--- config.mk ---
export PLATFORM = sky130hd
export DESIGN_NAME = edu_ctrl
export DESIGN_NICKNAME = d
export VERILOG_FILES = /design/src/edu_pkg.sv /design/src/edu_ctrl.sv
export SDC_FILE = /design/constraint.sdc
export NUM_CORES = 1
export LEC_CHECK = 0
export ABC_CLOCK_PERIOD_IN_PS = 1700
export BUFFER_PORTS_ARGS = -buffer_cell sky130_fd_sc_hd__buf_4
export CORE_AREA = 2 2 39 41
export DETAILED_ROUTE_END_ITERATION = 10
export DIE_AREA = 0 0 41 43
export REMOVE_ABC_BUFFERS = 1
export SYNTH_ARGS = -nofsm -noshare
export SYNTH_HDL_FRONTEND = slang
export SYNTH_SLANG_ARGS = --single-unit
--- constraint.sdc ---
create_clock -name clk -period 1.7 [get_ports clk]
set_input_delay 0.34 -clock clk [delete_from_list [all_inputs] [get_ports clk]]
set_output_delay 0.34 -clock clk [all_outputs]
set_load 0.02 [all_outputs]
--- src/edu_pkg.sv ---
// Shared types and constants for the Euclidean distance unit.
// No dependencies; every other file imports this package.
`timescale 1ns / 1ps
`default_nettype none

package edu_pkg;

  localparam int MAX_DIM_DEFAULT = 256;

  localparam int ELEM_W  = 16;
  localparam int SQ_W    = 2 * ELEM_W;
  localparam int SUM_W   = 40;
  localparam int DIST_W  = SUM_W / 2;
  localparam int CNT_W   = 9;
  localparam int CNT_MAX = (1 << CNT_W) - 1;

  // One result bit per root iteration.
  localparam int ROOT_STEPS = DIST_W;
  localparam int STEP_W     = $clog2(ROOT_STEPS);

  typedef enum logic [2:0] {
    ST_IDLE,
    ST_SQUARE,
    ST_ACCUM,
    ST_ROOT,
    ST_OUT
  } edu_state_t;

  // Controller to datapath.
  typedef struct packed {
    logic load;       // capture request, form |a - b|
    logic square;     // square the magnitude
    logic accum;      // add to the running sum, count the pair
    logic root_step;  // one iteration of the square root
    logic publish;    // move the finished result into the output register
  } edu_cmd_t;

  // Datapath to controller.
  typedef struct packed {
    logic last;       // captured request closes the vector
    logic root_done;  // final root iteration is under way
  } edu_status_t;

endpackage

`default_nettype wire

--- src/edu_ctrl.sv ---
// Sequencer for the Euclidean distance unit: handshakes and datapath commands.
// Depends on edu_pkg.
`timescale 1ns / 1ps
`default_nettype none

module edu_ctrl
  import edu_pkg::*;
(
  input  wire logic        clk,
  input  wire logic        rst_n,
  input  wire logic        in_valid,
  output logic             in_ready,
  output logic             out_valid,
  input  wire logic        out_ready,
  input  wire edu_status_t status,
  output edu_cmd_t         cmd
);

  edu_state_t state_r, state_nxt;
  logic       out_valid_r, out_valid_nxt;

  always_ff @(posedge clk) begin
    if (!rst_n) begin
      state_r     <= ST_IDLE;
      out_valid_r <= 1'b0;
    end else begin
      state_r     <= state_nxt;
      out_valid_r <= out_valid_nxt;
    end
  end

  always_comb begin
    state_nxt = state_r;
    cmd       = '0;
    in_ready  = 1'b0;
    case (state_r)
      ST_IDLE: begin
        in_ready = 1'b1;
        if (in_valid) begin
          cmd.load  = 1'b1;
          state_nxt = ST_SQUARE;
        end
      end
      ST_SQUARE: begin
        cmd.square = 1'b1;
        state_nxt  = ST_ACCUM;
      end
      ST_ACCUM: begin
        cmd.accum = 1'b1;
        state_nxt = status.last ? ST_ROOT : ST_IDLE;
      end
      ST_ROOT: begin
        cmd.root_step = 1'b1;
        if (status.root_done) begin
          state_nxt = ST_OUT;
        end
      end
      ST_OUT: begin
        // wait here only while the output register still holds an untaken result
        if (!out_valid_r || out_ready) begin
          cmd.publish = 1'b1;
          state_nxt   = ST_IDLE;
        end
      end
      default: begin
        state_nxt = ST_IDLE;
      end
    endcase

    out_valid_nxt = out_valid_r;
    if (out_valid_r && out_ready) begin
      out_valid_nxt = 1'b0;
    end
    if (cmd.publish) begin
      out_valid_nxt = 1'b1;
    end
  end

  assign out_valid = out_valid_r;

endmodule

`default_nettype wire

==> reports/qor.txt <==
Status - finished clean
YS warnings - 0
# rows - 14
Tot GR Track Use - 9.14%
Peak Freq - 625 MHz
DRT Pass-1 Iters - 3
Min cycle time layout - 1.60 ns
Die Wd - 41 um
Initial antenna violation count - 0
Worst Hold Class - in -> reg
Syn-to-layout area delta - 35.0%
Post-place instance area - 384 um^2
Crit Path Category - reg -> out
Maxcap violations - 0
Vias per Instance - 4.53
Placed insts - 61
Endpoints failing setup - 0
VDD IR max - 0.337 mV
Post-cts hold buffer count - 0
TritonCTS clock tree - yes
Drt total wl - 643 um
IO Pins - 13
# diodes - 0
Largest net degree at the start of global routing - 12
Final cell count without fillers - 64
Crit share post-route - 94.1%
Slew @ Worst Pin - 0.348 ns
Clock slew at reported path FFs - 0.04 ns
Syn Area/Cell - 8.45 um^2
Synth Register Bits - 4
Met3 WL - 29 um
Share of cells above drive strength 1 - 45.8%
Port-buffer cells - 12
Crit end category - primary output
Sinks on the clock net - 4
Metal-1 WL - 325 um
RSZ-0062 raised after global routing - no
Distinct cells, synth - 21
Setup Skew - 0.000687 ns
Antenna-violating nets left - 0
Worst EP required - 1.36 ns
Finished layout cell area - 410 um^2
Final hold vios - 0
# nets final - 56
Overflow after GRT - 0
Post-CTS setup buffers - 0
Final core utilization - 29.7%
Gpl congestion - 0.745
Vias in the first global route - 265
Slew margin rel. - 76.8%
CP Launch Type - flip-flop
Arrival time worst endpoint - 1.26 ns
Quantity of gates resized following cts - 0
CTS Buf Count - 3
DR vias - 290
Share of the yosys chip area belonging to registers - 26.3%
Max Slew Vio Count - 0
Later-pin clock latency in the skew report - 0.22 ns
Number of H-tree levels - 1
WHS - 0.363 ns
Power Dens Cells - 955 nW/um^2
DR WL met2 - 287 um
DRC Markers - 0
Top sig layer - met3
First-pass GRT wire length - 1110 um
Lkg Pwr - 0.000188 uW
Most frequent cells in the layout - 13 x buf_4, 4 x nor2_1, 3 x clkbuf_4, 3 x dfxtp_2
Core area - 1380 um^2
Drt initial violations - 4
Synth Cell Area - 304 um^2
Die height - 43 um
Setup TNS Final - 0 ns
Most common cell after layout, fill and taps aside - buf_4
Critical Path Fanout Max - 11
Post-DP HPWL - 501 um
Initial Utilization - 22.0%
CTS Root Cell - clkbuf_4
CTS max path bufs - 2
Fillers - 150
Syn Inst Count - 36
Routed WL per cell - 10.0 um
Die Area - 1760 um^2
-- routing by layer --
layer | track usage, % | up-vias
li1 | - | 154
met1 | 13.2 | 130
met2 | 11.9 | 6
met3 | 3.14 | 0
met4 | 4.00 | 0
met5 | 0 | -
-- Yosys cell counts --
library cell / count / area [um^2]
nor2b_1: 2 / 12.5
nand3_1: 1 / 5.00
nor3_1: 2 / 10.0
buf_6: 2 / 22.5
a311oi_1: 2 / 17.5
a21oi_1: 2 / 10.0
nand2b_1: 2 / 12.5
buf_4: 2 / 15.0
nand3b_1: 1 / 7.51
nor2_2: 1 / 6.26
nor3b_1: 2 / 15.0
inv_1: 2 / 7.51
a2111oi_2: 1 / 15.0
o211a_1: 1 / 10.0
a21o_1: 1 / 7.51
dfxtp_1: 4 / 80.1
o21ai_0: 1 / 5.00
and4bb_1: 1 / 12.5
or3b_4: 1 / 11.3
and2_1: 1 / 6.26
nor2_1: 4 / 15.0
-- cell type report --
class,instances,area (um^2),area share (%)
multi-input cells,26,179,43.6
repair buffers,13,97.6,23.8
flip-flops and latches,4,83.8,20.4
clock buffers,3,22.5,5.49
well taps,16,20.0,4.88
inverters,2,7.51,1.83
-- logic make-up (layout without fill, tap and decap cells) --
family / after synthesis / after routing / synth area share, %
buffers and inverters: 6 / 18 / 14.8
and+or+nand+nor: 18 / 18 / 37.4
AOI/OAI and AO/OA: 8 / 8 / 21.4
DFF: 4 / 4 / 26.3
-- worst max-delay path: stages, from the launching register on --
cell and delay, ns:
dfxtp_2 0.37, or3b_4 0.43, nor2_1 0.10, buf_4 0.14
-- final timing paths --
check        slack [ns]  cells past startpoint                     from                 endpoint
max                0.10                      3  state_r[0]$_SDFFE_PN0P_                   cmd[0]
min                0.36                      2                    rst_n  state_r[2]$_SDFFE_PN0P_
max reg2reg        0.50                      4  state_r[2]$_SDFFE_PN0P_  state_r[0]$_SDFFE_PN0P_
min reg2reg        0.57                      2  state_r[2]$_SDFFE_PN0P_  state_r[1]$_SDFFE_PN0P_
-- metrics by stage --
stage          power, uW  worst slack [ns]
6_report             392             0.101
5_1_grt              417            0.0518
4_1_cts              393            0.0241
3_5_place_dp         278             0.269
3_3_place_gp         277             0.279
2_1_floorplan        216            0.0829
-- sequential cells by signal, indices dropped and copies added (netlist names) --
name	flops
state_r	3
out_valid	1
-- where the power goes --
| part | leakage (uW) | internal, uW | switching (uW) |
|---|---|---|---|
| Combinational | 0.000141 | 72.4 | 73.6 |
| Clock | 0.0000138 | 78.7 | 34.7 |
| Sequential | 0.0000338 | 107 | 25.1 |
| Total | 0.000188 | 258 | 133 |
Power figures use the tool's default switching activity.
