## src/edu_pkg.sv

```systemverilog
// Shared types and constants for the Euclidean distance unit.
// No dependencies; every other file imports this package.
`timescale 1ns / 1ps
`default_nettype none

package edu_pkg;

  localparam int MAX_DIM_DEFAULT = 256;

  localparam int ELEM_W  = 16;
  localparam int SQ_W    = 2 * ELEM_W;
  localparam int SUM_W   = 40;
  localparam int DIST_W  = SUM_W / 2;
  localparam int CNT_W   = 9;
  localparam int CNT_MAX = (1 << CNT_W) - 1;

  // One result bit per root iteration.
  localparam int ROOT_STEPS = DIST_W;
  localparam int STEP_W     = $clog2(ROOT_STEPS);

  typedef enum logic [2:0] {
    ST_IDLE,
    ST_SQUARE,
    ST_ACCUM,
    ST_ROOT,
    ST_OUT
  } edu_state_t;

  // Controller to datapath.
  typedef struct packed {
    logic load;       // capture request, form |a - b|
    logic square;     // square the magnitude
    logic accum;      // add to the running sum, count the pair
    logic root_step;  // one iteration of the square root
    logic publish;    // move the finished result into the output register
  } edu_cmd_t;

  // Datapath to controller.
  typedef struct packed {
    logic last;       // captured request closes the vector
    logic root_done;  // final root iteration is under way
  } edu_status_t;

endpackage

`default_nettype wire

```

## src/edu_dp.sv

```systemverilog
// Datapath: difference, square, saturating accumulate, bitwise square root.
// Depends on edu_pkg; driven by edu_ctrl commands.
`timescale 1ns / 1ps
`default_nettype none

module edu_dp
  import edu_pkg::*;
#(
  parameter int MAX_DIM = MAX_DIM_DEFAULT
) (
  input  wire logic                     clk,
  input  wire logic                     rst_n,
  input  wire edu_cmd_t                 cmd,
  output edu_status_t                   status,
  input  wire logic signed [ELEM_W-1:0] elem_a,
  input  wire logic signed [ELEM_W-1:0] elem_b,
  input  wire logic                     last,
  output logic [SUM_W-1:0]              squared_distance,
  output logic [DIST_W-1:0]             distance,
  output logic [CNT_W-1:0]              element_count,
  output logic                          overflow
);

  // Count stops at the smaller of MAX_DIM and the counter's range.
  localparam int CntCapInt = (MAX_DIM < CNT_MAX) ? MAX_DIM : CNT_MAX;
  localparam logic [CNT_W-1:0] CntCap = CntCapInt[CNT_W-1:0];
  // Only when the cap is MAX_DIM itself does an extra pair mean overflow.
  localparam logic CapIsDim = (MAX_DIM <= CNT_MAX);
  localparam logic [STEP_W-1:0] LastStep = STEP_W'(ROOT_STEPS - 1);

  logic [ELEM_W-1:0] mag_r;
  logic              last_r;
  logic [SQ_W-1:0]   sq_r;

  logic [SUM_W-1:0]  sum_r;
  logic [CNT_W-1:0]  cnt_r;
  logic              ovf_r;

  logic [SUM_W-1:0]  res_sum_r;
  logic [CNT_W-1:0]  res_cnt_r;
  logic              res_ovf_r;

  logic [SUM_W-1:0]  op_r;
  logic [DIST_W:0]   rem_r;
  logic [DIST_W-1:0] root_r;
  logic [STEP_W-1:0] step_r;

  // Output register: holds the result while the receiver stalls.
  logic [SUM_W-1:0]  out_sum_r;
  logic [DIST_W-1:0] out_dist_r;
  logic [CNT_W-1:0]  out_cnt_r;
  logic              out_ovf_r;

  // |a - b| fits in ELEM_W bits unsigned.
  logic signed [ELEM_W:0] diff;
  logic [ELEM_W:0]        diff_abs;

  logic [SUM_W:0]    sum_ext;
  logic [SUM_W-1:0]  sum_sat;
  logic [SUM_W-1:0]  sum_nxt;
  logic [CNT_W-1:0]  cnt_nxt;
  logic              ovf_nxt;
  logic              at_cap;

  logic [DIST_W+2:0] rem_sh;
  logic [DIST_W+2:0] trial;
  logic [DIST_W+2:0] rem_sub;
  logic              take;

  always_comb begin
    diff     = {elem_a[ELEM_W-1], elem_a} - {elem_b[ELEM_W-1], elem_b};
    diff_abs = diff[ELEM_W] ? (~diff + 1'b1) : diff;
  end

  always_comb begin
    sum_ext = {1'b0, sum_r} + {{(SUM_W + 1 - SQ_W){1'b0}}, sq_r};
    sum_sat = sum_ext[SUM_W] ? {SUM_W{1'b1}} : sum_ext[SUM_W-1:0];
    at_cap  = (cnt_r >= CntCap);
    sum_nxt = sum_sat;
    cnt_nxt = cnt_r;
    ovf_nxt = ovf_r;
    if (at_cap) begin
      if (CapIsDim) begin
        sum_nxt = {SUM_W{1'b1}};
        ovf_nxt = 1'b1;
      end
    end else begin
      cnt_nxt = cnt_r + 1'b1;
    end
  end

  // Root iteration: bring down two operand bits, try (root << 2) | 1.
  always_comb begin
    rem_sh  = {rem_r, op_r[SUM_W-1 -: 2]};
    trial   = {1'b0, root_r, 2'b01};
    rem_sub = rem_sh - trial;
    take    = (rem_sh >= trial);
  end

  always_ff @(posedge clk) begin
    if (cmd.load) begin
      mag_r  <= diff_abs[ELEM_W-1:0];
      last_r <= last;
    end
    if (cmd.square) begin
      sq_r <= mag_r * mag_r;
    end
  end

  always_ff @(posedge clk) begin
    if (!rst_n) begin
      sum_r <= '0;
      cnt_r <= '0;
      ovf_r <= 1'b0;
    end else if (cmd.accum) begin
      if (last_r) begin
        sum_r <= '0;
        cnt_r <= '0;
        ovf_r <= 1'b0;
      end else begin
        sum_r <= sum_nxt;
        cnt_r <= cnt_nxt;
        ovf_r <= ovf_nxt;
      end
    end
  end

  always_ff @(posedge clk) begin
    if (cmd.accum && last_r) begin
      res_sum_r <= sum_nxt;
      res_cnt_r <= cnt_nxt;
      res_ovf_r <= ovf_nxt;
      op_r      <= sum_nxt;
      rem_r     <= '0;
      root_r    <= '0;
      step_r    <= LastStep;
    end else if (cmd.root_step) begin
      op_r   <= {op_r[SUM_W-3:0], 2'b00};
      rem_r  <= take ? rem_sub[DIST_W:0] : rem_sh[DIST_W:0];
      root_r <= {root_r[DIST_W-2:0], take};
      step_r <= step_r - 1'b1;
    end
  end

  always_ff @(posedge clk) begin
    if (cmd.publish) begin
      out_sum_r  <= res_sum_r;
      out_dist_r <= root_r;
      out_cnt_r  <= res_cnt_r;
      out_ovf_r  <= res_ovf_r;
    end
  end

  always_comb begin
    status.last      = last_r;
    status.root_done = (step_r == '0);
  end

  assign squared_distance = out_sum_r;
  assign distance         = out_dist_r;
  assign element_count    = out_cnt_r;
  assign overflow         = out_ovf_r;

endmodule

`default_nettype wire

```

## config.mk

```make
export PLATFORM = sky130hd
export DESIGN_NAME = edu_dp
export DESIGN_NICKNAME = d
export VERILOG_FILES = /design/src/edu_pkg.sv /design/src/edu_dp.sv
export SDC_FILE = /design/constraint.sdc
export NUM_CORES = 1
export LEC_CHECK = 0
export ABC_AREA = 0
export BUFFER_PORTS_ARGS = -buffer_cell sky130_fd_sc_hd__buf_2
export CAP_MARGIN = 20
export CORE_MARGIN = 5
export CORE_UTILIZATION = 30
export CTS_CLUSTER_DIAMETER = 60
export DETAILED_ROUTE_END_ITERATION = 8
export SLEW_MARGIN = 25
export SYNTH_ARGS = -nofsm -noshare
export SYNTH_HDL_FRONTEND = slang
export SYNTH_SLANG_ARGS = --single-unit
```

## constraint.sdc

```tcl
create_clock -name clk -period 8.4 [get_ports clk]
set_clock_uncertainty 0.2 [all_clocks]
set_input_delay 1.26 -clock clk [delete_from_list [all_inputs] [get_ports clk]]
set_output_delay 1.26 -clock clk [all_outputs]
set_load 0.005 [all_outputs]
```

==> results.json, run 1 <==
{
  "run_status": "complete, no violations",
  "worstSkewPairLatency_ns": 0.55,
  "timing.setup.critical_path_class": "flop to flop",
  "htree_num_levels": 2,
  "synth.ff_latch_count": 304,
  "setup-violations-final": 0,
  "clock_transition_at_the_register_clock_pins_on_the_worst_setup_and_hold_paths_after_cts_ns": 0.06,
  "crit-reg2reg-capture": "sq_r[31]",
  "setup_slack_of_the_most_critical_reg_to_reg_path_ns": 1.30,
  "remaining_drc_errors": 0,
  "synthXorXnorAreaFrac": 0.04951,
  "clock_sinks": 304,
  "number_of_global_route_vias_before_repair": 15601,
  "max_freq_ghz": 0.1408,
  "area_growth_pct": 12.24,
  "detail_route.iter0.violations": 843,
  "wire_length_per_cell_after_detailed_routing_um": 14.37,
  "drt_first_pass_iters": 5,
  "timing.rr.start": "mag_r[9]",
  "detail-route-antenna-nets": 0,
  "slew_headroom": 0.3758,
  "row_count": 100,
  "synth.largest_area_cell": "sky130_fd_sc_hd__edfxtp_1",
  "synth_top_cells_by_area": "sky130_fd_sc_hd__edfxtp_1 28%, sky130_fd_sc_hd__fa_1 15%, sky130_fd_sc_hd__ha_1 9.8%",
  "worst-endpoint-required_ns": 8.47,
  "crit_fanout": 17,
  "drt-total-wl_mm": 47.85,
  "final.setup.tns_ns": 0,
  "max-cap-violations": 0,
  "io_buffers": 111,
  "period_share": 0.8453,
  "cts_max_path_buffers": 3,
  "grt_antenna_before_repair": 0,
  "worstSetupEndpointType": "flop",
  "report.final.slew_viol_count": 0,
  "setup.worst_path.end": "sq_r[31]",
  "synth_top_area_share": 0.2780,
  "synth_compound_gate_area_share": 0.1231,
  "count_of_unique_library_cells_instantiated_by_yosys": 86,
  "maximum_number_of_pins_on_one_net_before_global_route_repair": 80,
  "startpoint": "mag_r[9]",
  "clock_tree_from_tritoncts": "yes",
  "globalplace.congestion": 0.8711,
  "sequential_area_share_after_synthesis": 0.3636,
  "cts-buffers-inserted": 39,
  "globalRoute.busiestLayer": "met2",
  "pin_count": 112,
  "cts.root.buffer_cell": "sky130_fd_sc_hd__clkbuf_16",
  "postCtsResizedCells": 0,
  "synthesis.nets": 2634,
  "dominant_combinational_cell_family_by_area_after_synthesis": "adder cells",
  "nFillCells": 7632,
  "core_area_um2": 74320,
  "gr-usage-met3": 0.01976,
  "post_syn_area_um2": 22470,
  "synthesized_area_per_cell_um2": 9.972,
  "via_per_instance_ratio": 4.623,
  "cp-start-kind": "flop",
  "synth-simple-area-share": 0.1210,
  "post_route_cells_drive_above_1_share": 0.09568,
  "timing.critical_path.arrival_ns": 7.17,
  "ys.flop_type": "sky130_fd_sc_hd__edfxtp_1",
  "final_core_util": 0.3393,
  "yosysWarningCount": 0,
  "post_synth_mux_area_share": 0.02077,
  "nNetsFinal": 2713,
  "reg2regPathDepth": 23,
  "final.min_clock_period_ns": 7.101,
  "worst_hold_path_type": "flop to flop",
  "detailedPlacementHpwl_mm": 36.56,
  "n_antenna_cell": 0,
  "grt_setup_unrepaired": "false",
  "hold_violations": 0,
  "globalRouteOverflowTotal": 0,
  "cts_hold_repair.buffers": 0,
  "die_h_um": 283.7,
  "postCtsSetupRepairBufs": 0,
  "netlist_instances": 2253,
  "wire_length_of_the_first_global_routing_pass_mm": 80.08,
  "globalRouteMet1Util": 0.1633,
  "globalRouteTotalUtil": 0.1184,
  "timing_worst_slew_pin_value_ns": 0.9363,
  "start_util": 0.3023,
  "gr_layer_usage_met2": 0.1942,
  "detailroute.via_count": 15400,
  "fp.dieArea_um2": 80460,
  "die_width_um": 283.7,
  "synth_enable_flop_cells": 208,
  "synth-async-reset-ratio": 0,
  "post_synth_fa_ha_maj_area_fraction": 0.2450
}
==> Yosys cell counts (41+ instances only) <==
library cell and instances:
sky130_fd_sc_hd__a21oi_1 114, sky130_fd_sc_hd__and2_1 72, sky130_fd_sc_hd__clkbuf_1 49, sky130_fd_sc_hd__dfxtp_1 96, sky130_fd_sc_hd__edfxtp_1 208, sky130_fd_sc_hd__fa_1 165, sky130_fd_sc_hd__ha_1 176, sky130_fd_sc_hd__inv_1 363
sky130_fd_sc_hd__mux2i_1 41, sky130_fd_sc_hd__nand2_1 185, sky130_fd_sc_hd__nor2_1 150, sky130_fd_sc_hd__o21ai_0 103, sky130_fd_sc_hd__xnor2_1 92
==> sequential cells by signal, indices dropped and copies added, names as in the netlist <==
register / count
cnt_r: 9
distance: 20
element_count: 9
last_r: 1
mag_r: 16
op_r: 40
overflow: 1
ovf_r: 1
rem_r: 21
res_cnt_r: 9
res_ovf_r: 1
res_sum_r: 40
root_r: 20
sq_r: 31
squared_distance: 40
step_r: 5
sum_r: 40
==> routing by layer <==
metal	part of all wire	up-vias
li1	-	7731
met2	0.46	279
met3	0.041	72
met5	0	-
met1	0.48	7318
met4	0.021	0
==> layout by cell type, fill, tap and decap left out, types with 26 or more instances in the layout <==
master,synthesis,layout
sky130_fd_sc_hd__nor2_1,150,150
sky130_fd_sc_hd__o21ai_0,103,103
sky130_fd_sc_hd__xor2_1,35,35
sky130_fd_sc_hd__edfxtp_1,208,208
sky130_fd_sc_hd__a31oi_1,26,26
sky130_fd_sc_hd__and2_1,72,72
sky130_fd_sc_hd__ha_1,176,176
sky130_fd_sc_hd__inv_1,363,363
sky130_fd_sc_hd__nand3_1,31,31
sky130_fd_sc_hd__xnor2_1,92,92
sky130_fd_sc_hd__nand2_1,185,184
sky130_fd_sc_hd__buf_2,16,110
sky130_fd_sc_hd__a21oi_1,114,114
sky130_fd_sc_hd__clkbuf_16,0,41
sky130_fd_sc_hd__a21o_1,32,32
sky130_fd_sc_hd__dfxtp_1,96,96
sky130_fd_sc_hd__nor2b_1,29,29
sky130_fd_sc_hd__fa_1,165,165
sky130_fd_sc_hd__mux2i_1,41,41
==> cells by family after synthesis <==
| kind of cell | after synthesis |
|---|---|
| compound gates | 425 |
| xor+xnor | 127 |
| fa+ha+maj | 341 |
| buf+inv | 444 |
| flops | 304 |
| mux | 46 |
| simple gates | 566 |
==> per-stage QoR <==
stage / area (um^2) / setup slack [ns] / instances / hold WS, ns
2_1_floorplan: 22470 / 1.808 / 2253 / 0.2003
3_3_place_gp: 23940 / 1.447 / 3260 / 0.2013
3_5_place_dp: 23940 / 1.352 / 3260 / 0.2052
4_1_cts: 25220 / 1.331 / 3331 / 0.2034
5_1_grt: 25220 / 0.8629 / 3331 / 0.2196
6_report: 25220 / 1.299 / 3331 / 0.2076
==> how the worst min path moves through the flow <==
stage / slack [ns] / startpoint / cells after the start / to
floorplan: 0.20 / res_cnt_r[0] / 0 / element_count[0]
global placement: 0.20 / res_sum_r[21] / 0 / squared_distance[21]
detailed placement: 0.21 / res_sum_r[8] / 0 / squared_distance[8]
CTS: 0.20 / res_sum_r[4] / 0 / squared_distance[4]
global route: 0.22 / res_sum_r[2] / 0 / squared_distance[2]
finish: 0.21 / res_sum_r[4] / 0 / squared_distance[4]
==> worst max-delay path, cell delays in order, from the launching register on <==
cell and delay, ns:
sky130_fd_sc_hd__edfxtp_1 0.76, sky130_fd_sc_hd__and2_1 0.26, sky130_fd_sc_hd__inv_1 0.07, sky130_fd_sc_hd__fa_1 0.52, sky130_fd_sc_hd__inv_1 0.06, sky130_fd_sc_hd__fa_1 0.49, sky130_fd_sc_hd__inv_1 0.05, sky130_fd_sc_hd__fa_1 0.47
sky130_fd_sc_hd__inv_1 0.05, sky130_fd_sc_hd__fa_1 0.50, sky130_fd_sc_hd__fa_1 0.54, sky130_fd_sc_hd__inv_1 0.05, sky130_fd_sc_hd__fa_1 0.52, sky130_fd_sc_hd__inv_1 0.04, sky130_fd_sc_hd__ha_1 0.35, sky130_fd_sc_hd__nand2_1 0.08
sky130_fd_sc_hd__o21ai_0 0.10, sky130_fd_sc_hd__a2111oi_0 0.54, sky130_fd_sc_hd__a211oi_1 0.24, sky130_fd_sc_hd__o32a_1 0.45, sky130_fd_sc_hd__nand4_1 0.11, sky130_fd_sc_hd__nand4b_1 0.09, sky130_fd_sc_hd__a21oi_1 0.18, sky130_fd_sc_hd__xnor2_1 0.09
==> area by class of cell <==
type	instances	area [um^2]	area share
Clock buffer	49	1086	0.04307
Clock inverter	22	185.2	0.007344
Inverter	364	1369	0.05428
Multi-Input combinational cell	1505	12580	0.4991
Sequential cell	304	8168	0.3239
Tap cell	969	1212	0.04808
Timing Repair Buffer	118	610.6	0.02421
Power of run 1 is left out: the tool's default activity adds up to more than one toggle a clock period on the data nets, which glitch-free logic cannot reach.
==> run 2: changes to the inputs <==
==> constraint.sdc (replaced) <==
create_clock -name clk -period 6.3 [get_ports clk]
set_clock_uncertainty 0.2 [all_clocks]
set_input_delay 0.945 -clock clk [delete_from_list [all_inputs] [get_ports clk]]
set_output_delay 0.945 -clock clk [all_outputs]
set_load 0.005 [all_outputs]
==> results.json, run 2 (synthesized netlist as in run 1, its figures left out) <==
{
  "nNetsFinal": 2824,
  "max-cap-violations": 0,
  "critical_path.cell_chain": "buf_4 > nand2_2 > fa_2 > buf_4 > fa_1 > inv_1 > fa_1 > fa_1 > fa_1 > inv_1 > fa_1 > inv_1 > ha_4 > buf_4 > nor3_2 > nor2_1 > o41a_1 > a22o_1 > o32a_1 > nand4_1 > nand4b_1 > a21oi_2 > xnor2_1",
  "cts_hold_repair.buffers": 0,
  "max_freq_ghz": 0.1597,
  "worstSetupEndpointType": "flop",
  "report.final.slew_viol_count": 0,
  "worst_hold_path_type": "flop to flop",
  "period_share": 0.9938,
  "min_to": "element_count[2]",
  "clock_transition_at_the_register_clock_pins_on_the_worst_setup_and_hold_paths_after_cts_ns": 0.06,
  "globalplace.congestion": 0.8602,
  "final.min_clock_period_ns": 6.261,
  "die_width_um": 283.7,
  "htree_num_levels": 2,
  "setup_slack_of_the_most_critical_reg_to_reg_path_ns": 0.04,
  "detail_route.iter0.violations": 652,
  "crit_fanout": 6,
  "number_of_global_route_vias_before_repair": 16017,
  "hold_violations": 0,
  "critPathBufInv": 6,
  "drt-total-wl_mm": 48.51,
  "remaining_drc_errors": 0,
  "timing.setup.critical_path_class": "flop to flop",
  "holdCritStartpoint": "res_cnt_r[2]",
  "wire_length_of_the_first_global_routing_pass_mm": 81.20,
  "most-common-layout-cells": "349 x sky130_fd_sc_hd__inv_1, 208 x sky130_fd_sc_hd__edfxtp_1, 167 x sky130_fd_sc_hd__nand2_1",
  "timing.rr.start": "mag_r[7]",
  "crit-reg2reg-capture": "sq_r[31]",
  "grt_setup_unrepaired": "true",
  "holdWs_ns": 0.2123,
  "globalRouteTotalUtil": 0.1190,
  "cts.root.buffer_cell": "sky130_fd_sc_hd__clkbuf_16",
  "start_util": 0.3023,
  "cts-buffers-inserted": 39,
  "pin_count": 112,
  "cp-start-kind": "flop",
  "core_area_um2": 74320,
  "clock_tree_from_tritoncts": "yes",
  "setup-violations-final": 0,
  "globalRouteOverflowTotal": 0,
  "io_buffers": 111,
  "cell_type_of_the_slowest_stage_on_the_worst_timing_path": "sky130_fd_sc_hd__fa_1",
  "grt_antenna_before_repair": 0,
  "detailedPlacementHpwl_mm": 37.44,
  "wire_length_per_cell_after_detailed_routing_um": 14.09,
  "timing.critical_path.max_delay_family": "adder cells",
  "n_antenna_cell": 0,
  "run_status": "complete, no violations",
  "mostFrequentLayoutCell": "sky130_fd_sc_hd__inv_1",
  "whs_path_depth": 0,
  "worst-endpoint-required_ns": 6.39,
  "cts_max_path_buffers": 3,
  "timing_worst_slew_pin_value_ns": 0.8880,
  "cp_common_cell": "sky130_fd_sc_hd__fa_1",
  "post_route_cells_drive_above_1_share": 0.1682,
  "drt_first_pass_iters": 5,
  "clock_sinks": 304,
  "area_growth_pct": 18.19,
  "via_per_instance_ratio": 4.571,
  "row_count": 100,
  "maximum_number_of_pins_on_one_net_before_global_route_repair": 67,
  "reg2regPathDepth": 23,
  "worstSkewPairLatency_ns": 0.55,
  "timing.critical_path.slowest_cell_delay_ns": 0.55,
  "nFillCells": 7497,
  "detail-route-antenna-nets": 0,
  "slew_headroom": 0.4053,
  "timing.critical_path.arrival_ns": 6.35,
  "die_h_um": 283.7,
  "detailroute.via_count": 15735,
  "fp.dieArea_um2": 80460
}
run 2: cell types whose count changed in the layout (fill, tap and decap cells not counted), sizes merged:
cell	previous run	this run
buf	118	229
clkbuf	49	54
bufinv	0	3
clkinv	12	9
inv	372	369
clkinvlp	2	0
run 2: metal layers:
metal | share of wire | GRT usage | routed length [um]
met1 | 0.48 | 0.1601 | 23250
met2 | 0.47 | 0.2032 | 22810
met3 | 0.033 | 0.01815 | 1587
met4 | 0.018 | 0.02705 | 866
met5 | 0 | 0 | 0
run 2: metrics by stage:
stage | util | cell area (um^2) | TNS [ns] | setup WS, ns | cells
2_1_floorplan | - | 22520 | 0 | 0.003105 | 2253
3_3_place_gp | 0.3318 | 24660 | -0.4450 | -0.1284 | 3353
3_5_place_dp | 0.3319 | 24660 | -0.7060 | -0.1827 | 3353
4_1_cts | 0.3521 | 26170 | -0.005048 | -0.005048 | 3434
5_1_grt | 0.3573 | 26550 | -0.4019 | -0.1725 | 3442
6_report | 0.3573 | 26550 | 0 | 0.03911 | 3442
run 2: worst max path at each step:
stage                     cells past startpoint  endpoint     start
final                                        23  sq_r[31]  mag_r[7]
after global routing                         23  sq_r[31]  mag_r[8]
after floorplan                              22  sq_r[30]  mag_r[4]
after CTS                                    23  sq_r[31]  mag_r[1]
after global placement                       20  sq_r[30]  mag_r[4]
after detailed placement                     23  sq_r[30]  mag_r[6]
run 2: area by class of cell:
cell class                      count  area, um^2  area share
Clock buffer                       54        1156     0.04354
Tap cell                          969        1212     0.04566
Clock inverter                     17       210.2    0.007916
Sequential cell                   304        8168      0.3076
Multi-Input combinational cell   1505       12940      0.4872
Inverter                          364        1369     0.05155
Timing Repair Buffer              229        1501     0.05655
run 2: what timing repair did:
item,CTS,global route
pin swaps,16,85
gates resized for setup,23,90
endpoints found under the setup margin,7,12
setup buffers,10,9
Power of run 2 is left out for the same reason.
==> run 3: changes to the inputs <==
--- a/config.mk
+++ b/config.mk
@@ -9,7 +9,7 @@
 export BUFFER_PORTS_ARGS = -buffer_cell sky130_fd_sc_hd__buf_2
 export CAP_MARGIN = 20
 export CORE_MARGIN = 5
-export CORE_UTILIZATION = 30
+export CORE_UTILIZATION = 45
 export CTS_CLUSTER_DIAMETER = 60
 export DETAILED_ROUTE_END_ITERATION = 8
 export SLEW_MARGIN = 25
==> constraint.sdc (replaced) <==
create_clock -name clk -period 6.3 [get_ports clk]
set_clock_uncertainty 0.2 [all_clocks]
set_input_delay 1.26 -clock clk [delete_from_list [all_inputs] [get_ports clk]]
set_output_delay 1.26 -clock clk [all_outputs]
set_load 0.005 [all_outputs]
==> results.json, run 3 (synthesized netlist as in run 1, its figures left out) <==
{
  "drt-total-wl_mm": 47.13,
  "globalRouteOverflowTotal": 0,
  "core_area_um2": 49150,
  "worstSetupEndpointType": "flop",
  "setup-violations-final": 0,
  "clock_sinks": 304,
  "clock_transition_at_the_register_clock_pins_on_the_worst_setup_and_hold_paths_after_cts_ns": 0.06,
  "row_count": 81,
  "placed_cells": 3050,
  "mostFrequentLayoutCell": "sky130_fd_sc_hd__inv_1",
  "die_h_um": 233.4,
  "wire_length_of_the_first_global_routing_pass_mm": 79.58,
  "worst_hold_path_type": "flop to flop",
  "cell_type_of_the_slowest_stage_on_the_worst_timing_path": "sky130_fd_sc_hd__fa_1",
  "timing_worst_slew_pin_value_ns": 0.9059,
  "timing.setup.critical_path_class": "flop to flop",
  "final.setup.tns_ns": 0,
  "start_util": 0.4571,
  "slew_headroom": 0.3960,
  "htree_num_levels": 2,
  "worst-endpoint-required_ns": 6.39,
  "globalRouteTotalUtil": 0.1743,
  "maximum_number_of_pins_on_one_net_before_global_route_repair": 71,
  "post_route_cells_drive_above_1_share": 0.1746,
  "critical_path.cell_chain": "buf_6 > buf_4 > nand2_1 > inv_1 > fa_1 > fa_1 > fa_1 > fa_1 > fa_1 > inv_1 > fa_1 > inv_1 > ha_4 > nand2_1 > o21ai_2 > o41a_1 > a22o_1 > o32a_1 > nand4_1 > nand4b_1 > a21oi_2 > xnor2_1",
  "nFillCells": 4370,
  "detail_route.iter0.violations": 831,
  "grt_antenna_before_repair": 0,
  "detail-route-antenna-nets": 0,
  "timing.critical_path.slowest_cell_delay_ns": 0.54,
  "max_freq_ghz": 0.1596,
  "remaining_drc_errors": 0,
  "cts-buffers-inserted": 35,
  "worstSkewPairLatency_ns": 0.54,
  "max-cap-violations": 0,
  "detailroute.via_count": 16020,
  "wire_length_per_cell_after_detailed_routing_um": 14.94,
  "timing.critical_path.arrival_ns": 6.36,
  "pin_count": 112,
  "die_width_um": 233.4,
  "n_antenna_cell": 0,
  "clock_tree_from_tritoncts": "yes",
  "detailedPlacementHpwl_mm": 36.39,
  "globalplace.congestion": 0.8753,
  "cp_common_cell": "sky130_fd_sc_hd__fa_1",
  "crit_fanout": 6,
  "via_per_instance_ratio": 5.078,
  "reg2regPathDepth": 22,
  "nNetsFinal": 2845,
  "grt_setup_unrepaired": "true",
  "run_status": "complete, no violations",
  "period_share": 0.9947,
  "cts.root.buffer_cell": "sky130_fd_sc_hd__clkbuf_16",
  "finish.cell_count_without_fillers": 3155,
  "hold_violations": 0,
  "most-common-layout-cells": "344 x sky130_fd_sc_hd__inv_1, 208 x sky130_fd_sc_hd__edfxtp_1, 168 x sky130_fd_sc_hd__nand2_1",
  "cts_max_path_buffers": 3,
  "crit_cells": 22,
  "report.final.slew_viol_count": 0,
  "fp.dieArea_um2": 54490,
  "drt_first_pass_iters": 5,
  "cts_hold_repair.buffers": 0,
  "timing.critical_path.max_delay_family": "adder cells",
  "final.min_clock_period_ns": 6.267,
  "area_growth_pct": 16.70,
  "io_buffers": 111,
  "cp-start-kind": "flop",
  "number_of_global_route_vias_before_repair": 16336,
  "whs_path_depth": 0,
  "critPathBufInv": 5
}
-- run 3: changes by cell type in the layout (fill, tap and decap cells not counted), sizes merged --
cell	before	now
clkinvlp	0	1
buf	229	254
clkinv	9	12
clkbuf	54	44
inv	369	367
bufinv	3	4
-- run 3: layer usage --
layer	GRT usage	share of wire	vias up
met5	0	0	-
met4	0.04900	0.024	0
met3	0.02358	0.038	85
met2	0.3067	0.49	318
met1	0.2262	0.45	7649
li1	-	-	7968
-- run 3: path summary, 6_finish.rpt --
check | from | endpoint | slack, ns
setup / recovery | mag_r[4] | sq_r[31] | 0.03
hold reg to reg | res_sum_r[10] | squared_distance[10] | 0.21
hold / removal | res_sum_r[10] | squared_distance[10] | 0.21
setup reg to reg | mag_r[4] | sq_r[31] | 0.03
-- run 3: stage by stage --
step	cell area [um^2]	setup slack [ns]	util	hold WS (ns)
after floorplan	22520	0.003105	-	0.2003
after global placement	24300	-0.2291	0.4944	0.2014
after detailed placement	24300	-0.3295	0.4944	0.2045
after CTS	25870	0.003205	0.5264	0.2158
after global routing	26220	-0.1674	0.5334	0.2217
final	26220	0.03329	0.5334	0.2138
-- run 3: layout make-up --
class                           count  area, um^2  share of cell area
Clock inverter                     20       256.5            0.009783
Sequential cell                   304        8168              0.3115
Inverter                          364        1369             0.05221
Tap cell                          664       830.8             0.03169
Multi-Input combinational cell   1505       12950              0.4939
Timing Repair Buffer              254        1725             0.06581
Clock buffer                       44       919.6             0.03508
-- run 3: repair_timing --
| item | CTS | global route |
|---|---|---|
| pin swaps | 37 | 79 |
| setup endpoints to repair | 7 | 13 |
| resized for setup | 46 | 72 |
| setup buffers | 29 | 17 |
-- run 3: worst register-to-register path, stage by stage (launching register included) --
cell and delay, ns:
sky130_fd_sc_hd__edfxtp_1 0.43, sky130_fd_sc_hd__buf_6 0.16, sky130_fd_sc_hd__buf_4 0.13, sky130_fd_sc_hd__nand2_1 0.10, sky130_fd_sc_hd__inv_1 0.08, sky130_fd_sc_hd__fa_1 0.54
sky130_fd_sc_hd__fa_1 0.45, sky130_fd_sc_hd__fa_1 0.52, sky130_fd_sc_hd__fa_1 0.51, sky130_fd_sc_hd__fa_1 0.49, sky130_fd_sc_hd__inv_1 0.05, sky130_fd_sc_hd__fa_1 0.53
sky130_fd_sc_hd__inv_1 0.06, sky130_fd_sc_hd__ha_4 0.23, sky130_fd_sc_hd__nand2_1 0.10, sky130_fd_sc_hd__o21ai_2 0.08, sky130_fd_sc_hd__o41a_1 0.33, sky130_fd_sc_hd__a22o_1 0.21
sky130_fd_sc_hd__o32a_1 0.39, sky130_fd_sc_hd__nand4_1 0.09, sky130_fd_sc_hd__nand4b_1 0.12, sky130_fd_sc_hd__a21oi_2 0.16, sky130_fd_sc_hd__xnor2_1 0.08
Power of run 3 is left out for the same reason.
